--- src/two_list_merge_core_defines.svh ---
// Assertion macros for the merge sequencer.
`ifndef TWO_LIST_MERGE_CORE_DEFINES_SVH
`define TWO_LIST_MERGE_CORE_DEFINES_SVH

// Same-cycle implication, disabled while in reset
`define TLM_ASSERT_IMP(label, ante, cons, msg) \
  label: assert property (@(posedge clk) disable iff (!rst_n) (ante) |-> (cons)) \
    else $error(msg);

// Next-cycle implication, disabled while in reset
`define TLM_ASSERT_NXT(label, ante, cons, msg) \
  label: assert property (@(posedge clk) disable iff (!rst_n) (ante) |=> (cons)) \
    else $error(msg);

`endif

--- src/tlm_pkg.sv ---
package tlm_pkg;

  // default list capacity
  localparam int unsigned LIST_DEPTH = 16;
  localparam int unsigned VALUE_W    = 32;

  // action codes
  localparam logic [1:0] ACT_LOAD_A = 2'd0;
  localparam logic [1:0] ACT_LOAD_B = 2'd1;
  localparam logic [1:0] ACT_MERGE  = 2'd2;

  typedef struct packed {
    logic [1:0]                 action;
    logic signed [VALUE_W-1:0]  value;
  } in_item_t;

  typedef struct packed {
    logic signed [VALUE_W-1:0]  value_res;
    logic                       last;
  } out_item_t;

  // list buffer control from the sequencer
  typedef struct packed {
    logic push;
    logic clr;
  } buf_ctrl_t;

endpackage

--- src/two_list_merge_core.sv ---
// Two sorted-list merge core.
// Input channel (in_valid / in_stall / in_data): each transaction carries an
// action and a signed 32-bit value. Load A and load B append the value to
// the chosen list; loads into a full list are dropped. Action code 3 is
// ignored.
// A merge transaction emits every stored element on the result channel
// (out_valid / out_stall / out_data), smaller head first, ties from list B,
// then the leftovers; the final result carries last. Both lists are then
// empty. A merge of two empty lists gives no result.
// Merge steps, set by the registered read port of the list storage: after
// acceptance, for each element the sequencer first addresses the list
// heads, then compares them and registers the result.
// in_stall stays high from merge acceptance until the last result has been
// loaded into the output register; loads may follow while it waits.
// When the receiver stalls, the output register holds its result and the
// merge waits in its compare step.
// Reset (rst_n low, synchronous) empties both lists and drops any pending
// result.
module two_list_merge_core #(
  parameter int unsigned LIST_DEPTH = tlm_pkg::LIST_DEPTH
) (
  input  logic               clk,
  input  logic               rst_n,
  input  logic               in_valid,
  output logic               in_stall,
  input  tlm_pkg::in_item_t  in_data,
  output logic               out_valid,
  input  logic               out_stall,
  output tlm_pkg::out_item_t out_data
);

  localparam int unsigned CNT_W = $clog2(LIST_DEPTH + 1);
  localparam int unsigned IDX_W = (LIST_DEPTH > 1) ? $clog2(LIST_DEPTH) : 1;

  tlm_pkg::buf_ctrl_t                 ctrl_a, ctrl_b;
  logic [IDX_W-1:0]                   rd_addr_a, rd_addr_b;
  logic [CNT_W-1:0]                   cnt_a, cnt_b;
  logic signed [tlm_pkg::VALUE_W-1:0] rd_a, rd_b;

  // list storage
  tlm_list_buf #(.DEPTH(LIST_DEPTH)) u_list_a (
    .clk      (clk),
    .rst_n    (rst_n),
    .ctrl     (ctrl_a),
    .wr_value (in_data.value),
    .rd_addr  (rd_addr_a),
    .count    (cnt_a),
    .rd_data  (rd_a)
  );

  tlm_list_buf #(.DEPTH(LIST_DEPTH)) u_list_b (
    .clk      (clk),
    .rst_n    (rst_n),
    .ctrl     (ctrl_b),
    .wr_value (in_data.value),
    .rd_addr  (rd_addr_b),
    .count    (cnt_b),
    .rd_data  (rd_b)
  );

  // sequencer with the shared compare unit
  tlm_merge_seq #(.DEPTH(LIST_DEPTH)) u_seq (
    .clk       (clk),
    .rst_n     (rst_n),
    .in_valid  (in_valid),
    .in_stall  (in_stall),
    .in_data   (in_data),
    .out_valid (out_valid),
    .out_stall (out_stall),
    .out_data  (out_data),
    .ctrl_a    (ctrl_a),
    .ctrl_b    (ctrl_b),
    .rd_addr_a (rd_addr_a),
    .rd_addr_b (rd_addr_b),
    .cnt_a     (cnt_a),
    .cnt_b     (cnt_b),
    .rd_a      (rd_a),
    .rd_b      (rd_b)
  );

endmodule

--- src/tlm_list_buf.sv ---
module tlm_list_buf #(
  parameter int unsigned DEPTH = tlm_pkg::LIST_DEPTH,
  localparam int unsigned CNT_W = $clog2(DEPTH + 1),
  localparam int unsigned IDX_W = (DEPTH > 1) ? $clog2(DEPTH) : 1
) (
  input  logic                              clk,
  input  logic                              rst_n,
  input  tlm_pkg::buf_ctrl_t                ctrl,
  input  logic signed [tlm_pkg::VALUE_W-1:0] wr_value,
  input  logic [IDX_W-1:0]                  rd_addr,
  output logic [CNT_W-1:0]                  count,
  output logic signed [tlm_pkg::VALUE_W-1:0] rd_data
);

  logic signed [tlm_pkg::VALUE_W-1:0] mem [DEPTH];
  logic [CNT_W-1:0]                   count_r, count_nxt;
  logic signed [tlm_pkg::VALUE_W-1:0] rd_data_r;
  logic                               wr_en;

  // append only while there is room
  assign wr_en = ctrl.push && (count_r < CNT_W'(DEPTH));

  always_comb begin
    count_nxt = count_r;
    if (ctrl.clr) begin
      count_nxt = '0;
    end else if (wr_en) begin
      count_nxt = count_r + CNT_W'(1);
    end
  end

  always_ff @(posedge clk) begin
    if (!rst_n) begin
      count_r <= '0;
    end else begin
      count_r <= count_nxt;
    end
  end

  // storage: one write port, one registered read port
  always_ff @(posedge clk) begin
    if (wr_en) begin
      mem[count_r[IDX_W-1:0]] <= wr_value;
    end
    rd_data_r <= mem[rd_addr];
  end

  assign count   = count_r;
  assign rd_data = rd_data_r;

endmodule

--- src/tlm_merge_seq.sv ---
`include "two_list_merge_core_defines.svh"

module tlm_merge_seq #(
  parameter int unsigned DEPTH = tlm_pkg::LIST_DEPTH,
  localparam int unsigned CNT_W = $clog2(DEPTH + 1),
  localparam int unsigned IDX_W = (DEPTH > 1) ? $clog2(DEPTH) : 1
) (
  input  logic                              clk,
  input  logic                              rst_n,
  input  logic                              in_valid,
  output logic                              in_stall,
  input  tlm_pkg::in_item_t                 in_data,
  output logic                              out_valid,
  input  logic                              out_stall,
  output tlm_pkg::out_item_t                out_data,
  output tlm_pkg::buf_ctrl_t                ctrl_a,
  output tlm_pkg::buf_ctrl_t                ctrl_b,
  output logic [IDX_W-1:0]                  rd_addr_a,
  output logic [IDX_W-1:0]                  rd_addr_b,
  input  logic [CNT_W-1:0]                  cnt_a,
  input  logic [CNT_W-1:0]                  cnt_b,
  input  logic signed [tlm_pkg::VALUE_W-1:0] rd_a,
  input  logic signed [tlm_pkg::VALUE_W-1:0] rd_b
);

  typedef enum logic [2:0] {
    ST_IDLE = 3'b001,
    ST_READ = 3'b010,
    ST_PICK = 3'b100
  } state_t;

  state_t             state_r, state_nxt;
  logic [CNT_W-1:0]   ia_r, ia_nxt, ib_r, ib_nxt;
  logic               out_valid_r, out_valid_nxt;
  tlm_pkg::out_item_t out_data_r, out_data_nxt;

  logic in_acc, out_free, a_left, b_left, take_a, emit, done;

  assign in_stall = (state_r != ST_IDLE);
  assign in_acc   = in_valid && !in_stall;
  assign out_free = !out_valid_r || !out_stall;

  // shared compare unit on the two registered heads
  assign a_left = (ia_r < cnt_a);
  assign b_left = (ib_r < cnt_b);
  assign take_a = a_left && (!b_left || (rd_a < rd_b));
  assign emit   = (state_r == ST_PICK) && out_free;
  assign done   = ((take_a ? ia_r + CNT_W'(1) : ia_r) == cnt_a) &&
                  ((take_a ? ib_r : ib_r + CNT_W'(1)) == cnt_b);

  always_comb begin
    state_nxt     = state_r;
    ia_nxt        = ia_r;
    ib_nxt        = ib_r;
    ctrl_a        = '0;
    ctrl_b        = '0;
    out_valid_nxt = out_valid_r && out_stall;
    out_data_nxt  = out_data_r;
    unique case (state_r)
      ST_IDLE: begin
        if (in_acc) begin
          case (in_data.action)
            tlm_pkg::ACT_LOAD_A: ctrl_a.push = 1'b1;
            tlm_pkg::ACT_LOAD_B: ctrl_b.push = 1'b1;
            tlm_pkg::ACT_MERGE: begin
              // an empty merge yields nothing
              if ((cnt_a != '0) || (cnt_b != '0)) begin
                ia_nxt    = '0;
                ib_nxt    = '0;
                state_nxt = ST_READ;
              end
            end
            default: ;
          endcase
        end
      end
      ST_READ: state_nxt = ST_PICK;
      ST_PICK: begin
        if (emit) begin
          out_valid_nxt          = 1'b1;
          out_data_nxt.value_res = take_a ? rd_a : rd_b;
          out_data_nxt.last      = done;
          if (take_a) begin
            ia_nxt = ia_r + CNT_W'(1);
          end else begin
            ib_nxt = ib_r + CNT_W'(1);
          end
          if (done) begin
            ctrl_a.clr = 1'b1;
            ctrl_b.clr = 1'b1;
            state_nxt  = ST_IDLE;
          end else begin
            state_nxt = ST_READ;
          end
        end
      end
      default: state_nxt = ST_IDLE;
    endcase
  end

  always_ff @(posedge clk) begin
    if (!rst_n) begin
      state_r     <= ST_IDLE;
      out_valid_r <= 1'b0;
      ia_r        <= '0;
      ib_r        <= '0;
    end else begin
      state_r     <= state_nxt;
      out_valid_r <= out_valid_nxt;
      ia_r        <= ia_nxt;
      ib_r        <= ib_nxt;
    end
  end

  // result register, no reset needed
  always_ff @(posedge clk) begin
    out_data_r <= out_data_nxt;
  end

  assign rd_addr_a = ia_r[IDX_W-1:0];
  assign rd_addr_b = ib_r[IDX_W-1:0];
  assign out_valid = out_valid_r;
  assign out_data  = out_data_r;

  // checks
  `TLM_ASSERT_IMP(a_idx_in_range, state_r != ST_IDLE, (ia_r <= cnt_a) && (ib_r <= cnt_b), "merge index past list end")
  `TLM_ASSERT_NXT(a_cnt_hold, state_r == ST_READ, $stable(cnt_a) && $stable(cnt_b), "list count moved mid-merge")
  `TLM_ASSERT_NXT(a_last_clears, emit && done, (state_r == ST_IDLE) && (cnt_a == '0) && (cnt_b == '0), "lists not emptied after last result")
  `TLM_ASSERT_IMP(a_pick_has_work, state_r == ST_PICK, a_left || b_left, "pick with both lists exhausted")

endmodule
--- config.mk ---
export PLATFORM = sky130hd
export DESIGN_NAME = two_list_merge_core
export DESIGN_NICKNAME = d
export VERILOG_FILES = /design/src/tlm_pkg.sv /design/src/two_list_merge_core.sv /design/src/tlm_list_buf.sv /design/src/tlm_merge_seq.sv
export VERILOG_INCLUDE_DIRS = /design/src /design/src/src
export SDC_FILE = /design/constraint.sdc
export NUM_CORES = 1
export LEC_CHECK = 0
export BUFFER_PORTS_ARGS = -buffer_cell sky130_fd_sc_hd__buf_2
export CAP_MARGIN = 20
export CORE_MARGIN = 2
export CORE_UTILIZATION = 40
export CTS_CLUSTER_SIZE = 12
export DETAILED_ROUTE_END_ITERATION = 6
export SYNTH_ARGS = -nofsm -noshare
export SYNTH_HDL_FRONTEND = slang
export SYNTH_SLANG_ARGS = --single-unit
--- constraint.sdc ---
create_clock -name clk -period 10.6 [get_ports clk]
set_input_delay 0.53 -clock clk [delete_from_list [all_inputs] [get_ports clk]]
set_output_delay 0.53 -clock clk [all_outputs]
set_load 0.01 [all_outputs]
After elaboration in Yosys (flattened, before gate mapping). Memory sizes are Yosys's and may differ from the RTL's. A register that Yosys moved wholly into a read port is not among the register bits. Cells that the tools add are included. W data, S select, Z words.

Flip-flop bits (word level): 57. Logic and storage cells: 85. Output and inout bits: 35. Input port bits: 38. Memory bits (writable): 1024. Memories: 2.

Bitwise operators: 1. Muxes and demuxes: 31. $add $sub $neg: 4. Reduce and logical (&&, ||, !) cells: 22. $lt $le $gt $ge: 5. Eq/ne operators: 12.

Memory list: u_list_a.mem (depth 16, bits a word 32, read ports 1, clocked after memory_dff 1, write ports 1, RTL line tlm_list_buf.sv:15) `logic signed [tlm_pkg::VALUE_W-1:0] mem [DEPTH];`; u_list_b.mem (depth 16, bits a word 32, read ports 1, clocked after memory_dff 1, write ports 1, RTL line tlm_list_buf.sv:15).

Operators with widths (number): $mux W5 (7); $lt A32 B32 Y1 (1); $mux W32 (1); $add A5 B1 Y5 const B (4); $pmux W5 S2 (2); $mux W1 (15); $mux W3 (4); $eq A5 B5 Y1 (2); $lt A5 B5 Y1 (2); $lt A5 B5 Y1 const B (2); $reduce_bool A5 Y1 (2); $pmux W3 S3 (1); $logic_and A1 B1 Y1 (7); $ne A2 B1 Y1 const B (3); $reduce_and A5 Y1 (1); $logic_not A1 Y1 (4); $reduce_and A4 Y1 (1); $eq A3 B1 Y1 const B (1); $eq A3 B2 Y1 const B (1); $eq A3 B3 Y1 const B (1); $logic_or A1 B1 Y1 (3); $ne A3 B1 Y1 const B (1); $eq A2 B1 Y1 const B (1); $eq A2 B2 Y1 const B (1); other kinds (7) (7).

Longest topological paths before layout.
Depth in word-level cells: 11. Gate-level depth with buffers: 12. Gate-level depth less buffers: 10.

By module. From an unflattened synthesis, not the netlist that was laid out.

Cell total of the unflattened synthesis: 2100. Area, all modules: 43674.4 µm².

By module, submodules not included: tlm_list_buf (times used 2, area each 20098.0 µm², sequential area each 16115.5 µm², cells each 870); tlm_merge_seq (times used 1, area each 3478.3 µm², sequential area each 1271.2 µm², cells each 360).

Worst setup path before layout. No wires, ideal clock.

Path type: register to register. Start: register u_seq.state_r[0]. End: memory u_list_b.mem[0][0] (netlist bit) (enable). Library setup time: 461 ps. Data required time: 10139 ps. Data arrival time: 3990 ps. Stages on the path, launching flop included: 7. Path buffers: 0. Clock period less this slack: 4451 ps. Path slack: 6149 ps. Cell sequence: dfxtp_1 -> nor2b_1 -> nand2b_1 -> or3b_2 -> nor3b_2 -> nand2_1 -> nor3_1.

Cells in the longest elaborated chain, start to end: 8. Elaborated cells on any way between the ends: 9. Those cells by class: eq/ne (2); mux (4); reduce/logical (3).

Ends and longest elaborated chain: start: declaration (RTL line tlm_merge_seq.sv:32) `state_t state_r, state_nxt;`; start signal: assignment (RTL line tlm_merge_seq.sv:108) `state_r <= state_nxt;`; $ne A3 B1 Y1 (RTL line tlm_merge_seq.sv:39) `assign in_stall = (state_r != ST_IDLE);`; net in_stall (RTL line two_list_merge_core.sv:25) `output logic in_stall,`; $logic_not A1 Y1 (RTL line tlm_merge_seq.sv:40) `assign in_acc = in_valid && !in_stall;`; $logic_and A1 B1 Y1 (RTL line tlm_merge_seq.sv:40); $mux W1 (RTL line tlm_merge_seq.sv:61) `if (in_acc) begin`; $mux W1 (RTL line tlm_merge_seq.sv:59) `unique case (state_r)`; $logic_and A1 B1 Y1 (RTL line tlm_list_buf.sv:21) `assign wr_en = ctrl.push && (count_r < CNT_W'(DEPTH));`; $mux W1 (RTL line tlm_list_buf.sv:42) `if (wr_en) begin`; $mux W1 (implied by the code) (RTL line tlm_list_buf.sv:43) `mem[count_r[IDX_W-1:0]] <= wr_value;`; end: declaration (RTL line tlm_list_buf.sv:15).

The timed path passes the listed nets, and every way through them passes these cells.

Worst setup path in the final report.
Start: register u_seq.ib_r[2]. End: register u_seq.state_r[1].

Cells in the longest elaborated chain, start to end: 10. Elaborated cells on any way between the ends: 13. Those cells by class: add/sub (1); order compare (1); eq/ne (2); mux (5); reduce/logical (4).

Ends and longest elaborated chain: start: declaration (RTL line tlm_merge_seq.sv:33) `logic [CNT_W-1:0] ia_r, ia_nxt, ib_r, ib_nxt;`; start signal: assignment (RTL line tlm_merge_seq.sv:111) `ib_r <= ib_nxt;`; $lt A5 B5 Y1 (RTL line tlm_merge_seq.sv:45) `assign b_left = (ib_r < cnt_b);`; $logic_not A1 Y1 (RTL line tlm_merge_seq.sv:46) `assign take_a = a_left && (!b_left || (rd_a < rd_b));`; $logic_or A1 B1 Y1 (RTL line tlm_merge_seq.sv:46); $logic_and A1 B1 Y1 (RTL line tlm_merge_seq.sv:46); $mux W5, on equally long branches; $eq A5 B5 Y1, on equally long branches (RTL line tlm_merge_seq.sv:48, tlm_merge_seq.sv:49); $logic_and A1 B1 Y1 (*) (RTL line tlm_merge_seq.sv:48) `assign done = ((take_a ? ia_r + CNT_W'(1) : ia_r) == cnt_a) &&`; $mux W2 (*) (RTL line tlm_merge_seq.sv:88) `if (done) begin`; $mux W3 (*) (RTL line tlm_merge_seq.sv:79) `if (emit) begin`; $pmux W3 S3 (*) (RTL line tlm_merge_seq.sv:59).

Mark *: on every way between the ends. The rest lies on a longest branch, timed or not. The select of a mux whose other input is x is not followed. A chain may end at the register's enable or synchronous reset.

==> impl_metrics.tcl <==
set metrics [dict create \
    dpl_cell_area_sq_mm 0.04606 \
    synthArstFlopShare_pct 0 \
    fin_setup_tns_ns 0 \
    critical_path_required_ns 11.11 \
    cts_max_path_buffers 3 \
    ys.warnings.count 0 \
    nets 2191 \
    grt_max_degree 65 \
    synth_edf_count 1057 \
    multi_input_area_sq_mm 0.009854 \
    cp-start-kind "flop" \
    vias 20360 \
    max_freq_ghz 0.2634 \
    synth.top_cell.area_share_pct 72.70 \
    clkSinkCount 1145 \
    period_needed_ns 3.796 \
    syn-num-nets 2046 \
    cts_tree "yes" \
    drt_first_iter_violations 2073 \
    synth_area_leaders "edfxtp_1 73%, mux4_2 17%, dfxtp_1 4.0%" \
    maxCapViolations 0 \
    ant_nets 0 \
    rsz0062_at_grt "no" \
    wl_um 101400 \
    power.density_mw_per_mm2 185.4 \
    crit_chain "ha_1 -> a21oi_1 -> o21ai_2 -> a31oi_4 -> or2b_4 -> nand2_4 -> or4_4 -> a211oi_4 -> a311oi_1" \
    syn_inst 1959 \
    numPortBuffers 72 \
    dpl.hpwl_um 55910 \
    skew_ns 0.03511 \
    drt-wirelength-per-cell_um 28.07 \
    cts_made_buffers 113 \
    regArea_sq_mm 0.03353 \
    cts_hold_buffers 0 \
    postCtsSetupRepairBufs 0 \
    fin_crit_sh_pct 35.82 \
    grt_use_total_pct 18.27 \
    ir_worst_vdd_uv 145.7 \
    rows 121 \
    min_path_type "in -> reg" \
    synth_top_area_cell "edfxtp_1" \
    fin_area_sq_mm 0.04957 \
    drt_pass1_iterations 5 \
    synth_ff_type "edfxtp_1" \
    route.detailed.drc 0 \
    fp.dieW_um 334.4 \
    vias_per_cell 5.634 \
    cts.htree.levels 3 \
    fp.dieH_um 334.4 \
    slew_headroom_pct 28.21 \
    syn_area_sq_mm 0.04366 \
    syn_area_per_cell_sq_um 22.29 \
    setup_violations 0 \
    status "completed" \
    clockRootBuffer "clkbuf_16" \
    synth_seq_cells 1145 \
    grt_pass1_wl_um 147100 \
    yosysSeqAreaShare_pct 76.74 \
    grt_overflow_total 0 \
    fillers 8913 \
    drv_slew 0 \
    die-area_sq_mm 0.1118 \
    cp_slowest_stage_delay_ns 0.92 \
    antenna_found_initial 5 \
    path_class "reg -> reg" \
    synth.distinct_cells 60 \
    insertion_delay_ns 0.69 \
    boundaryPins 73 \
    worst_slew_pin_slew_ns 1.077 \
    start_util_pct 40.22 \
    area_growth_pct 13.54 \
    cts_resized 0 \
    hold_viol 0 \
    cp_max_fo 38 \
    arrival_ns 4.31 \
    end_kind "flop" \
    leakagePower_nw 15.20 \
    core_area_sq_mm 0.1086 \
    place_congestion 0.8152 \
    drive_gt1_share_pct 29.25 \
    grt_pass1_vias 21060 \
    path_clk_slew_ns 0.06 \
    slowest_stage "dfxtp_4" \
]
[kinds of logic after synthesis]
family                   after synthesis  share of synthesized area, %
XOR/XNOR                              24                        0.4815
flip-flops                          1145                         76.74
AND/OR/NAND/NOR                      162                         1.728
AO/OA/AOI/OAI                        119                         1.849
multiplexers                         324                         16.60
adder cells (fa/ha/maj)               49                         1.404
buffers and inverters                136                         1.198
[flip-flops by register name, indices dropped and copies added, names as in the netlist]
register / flops
u_seq.state_r: 3
u_seq.ib_r: 5
u_list_b.mem: 512
u_list_b.count: 5
u_list_a.mem: 512
u_list_a.count: 5
u_list_b.rd_data: 32
u_seq.out_valid: 1
u_list_a.rd_data: 32
u_seq.ia_r: 5
u_seq.out_data: 33
[Yosys cell counts, drive strengths merged (2+ instances only)]
cell type / n
o211ai: 2
and4: 2
nor3: 16
nand4: 4
a311oi: 6
nand2: 71
dfxtp: 88
a2111oi: 2
a21oi: 22
clkbuf: 50
mux2i: 4
nor2: 41
a211oi: 16
nand3: 8
nor4: 2
xor2: 7
o21ai: 50
mux4: 320
nor4b: 2
nor2b: 5
a21o: 5
and2: 4
edfxtp: 1057
xnor2: 17
buf: 41
ha: 49
inv: 44
a31oi: 3
nor3b: 2
a31o: 2
[cells in the final DEF, fill, tap and decap left out, types with 16 or more instances in the layout]
cell type  Yosys  routed
a21oi_1       22      22
o21ai_0       46      46
edfxtp_1    1057    1057
xnor2_1       17      17
nor2_4         0      24
clkbuf_1      50      60
nand2_1       69      68
dfxtp_1       88      80
nor2_1        40      16
ha_1          49      49
clkbuf_16      0     113
inv_1         44      43
buf_2          4      73
buf_4          0      47
mux4_2       320     320
[worst max-delay path: cells and delay by family, from the launching register on]
family	cells	cell delay, ns
AO/OA/AOI/OAI	5	1.35
adder cells (fa/ha/maj)	1	0.39
flip-flops	1	0.92
AND/OR/NAND/NOR	3	0.79
[routing by layer]
metal,wire (um),vias up,global-route usage [%]
met5,34,-,0
met4,2291,4,4.821
met3,7001,157,3.514
met2,47860,720,28.56
met1,44240,11000,26.43
li1,-,8472,-
[power breakdown]
part	internal [mW]	switching, mW	total, mW
clock	2.14	1.65	3.79
sequential	5.00	0.0299	5.03
combinational	0.118	0.253	0.371
total	7.26	1.93	9.19
[final cells by class]
cell class | instances | area share (%)
antenna | 1 | 0.005048
clock buffer | 188 | 6.575
clock inverter | 21 | 0.4998
inverter | 45 | 0.3408
multi-input combinational | 678 | 19.88
sequential | 1145 | 67.64
tap | 1414 | 3.569
timing repair buffer | 121 | 1.489
[worst paths after layout]
| path | depth (start not counted) | slack (ns) | from | end |
|---|---|---|---|---|
| max | 9 | 6.80 | u_seq.ib_r[2] | u_seq.state_r[1] |
| min | 2 | 0.21 | rst_n | u_seq.ia_r[3] |
| max reg2reg | 9 | 6.80 | u_seq.ib_r[2] | u_seq.state_r[1] |
| min reg2reg | 2 | 0.55 | u_list_a.rd_data[24] | u_seq.out_data[25] |
[per-stage QoR]
stage / util, % / setup WS, ns / power (mW) / instances / hold WS, ns
global route: 45.66 / 6.544 / 9.488 / 3612 / 0.1711
floorplan: - / 6.149 / 5.314 / 1959 / 0.4808
detailed placement: 42.43 / 6.851 / 5.495 / 3403 / 0.5252
global placement: 42.41 / 6.952 / 5.467 / 3401 / 0.4903
CTS: 45.66 / 6.803 / 9.275 / 3612 / 0.1570
finish: 45.67 / 6.804 / 9.189 / 3613 / 0.2053
No activity file was read; power rests on OpenSTA's default activity.
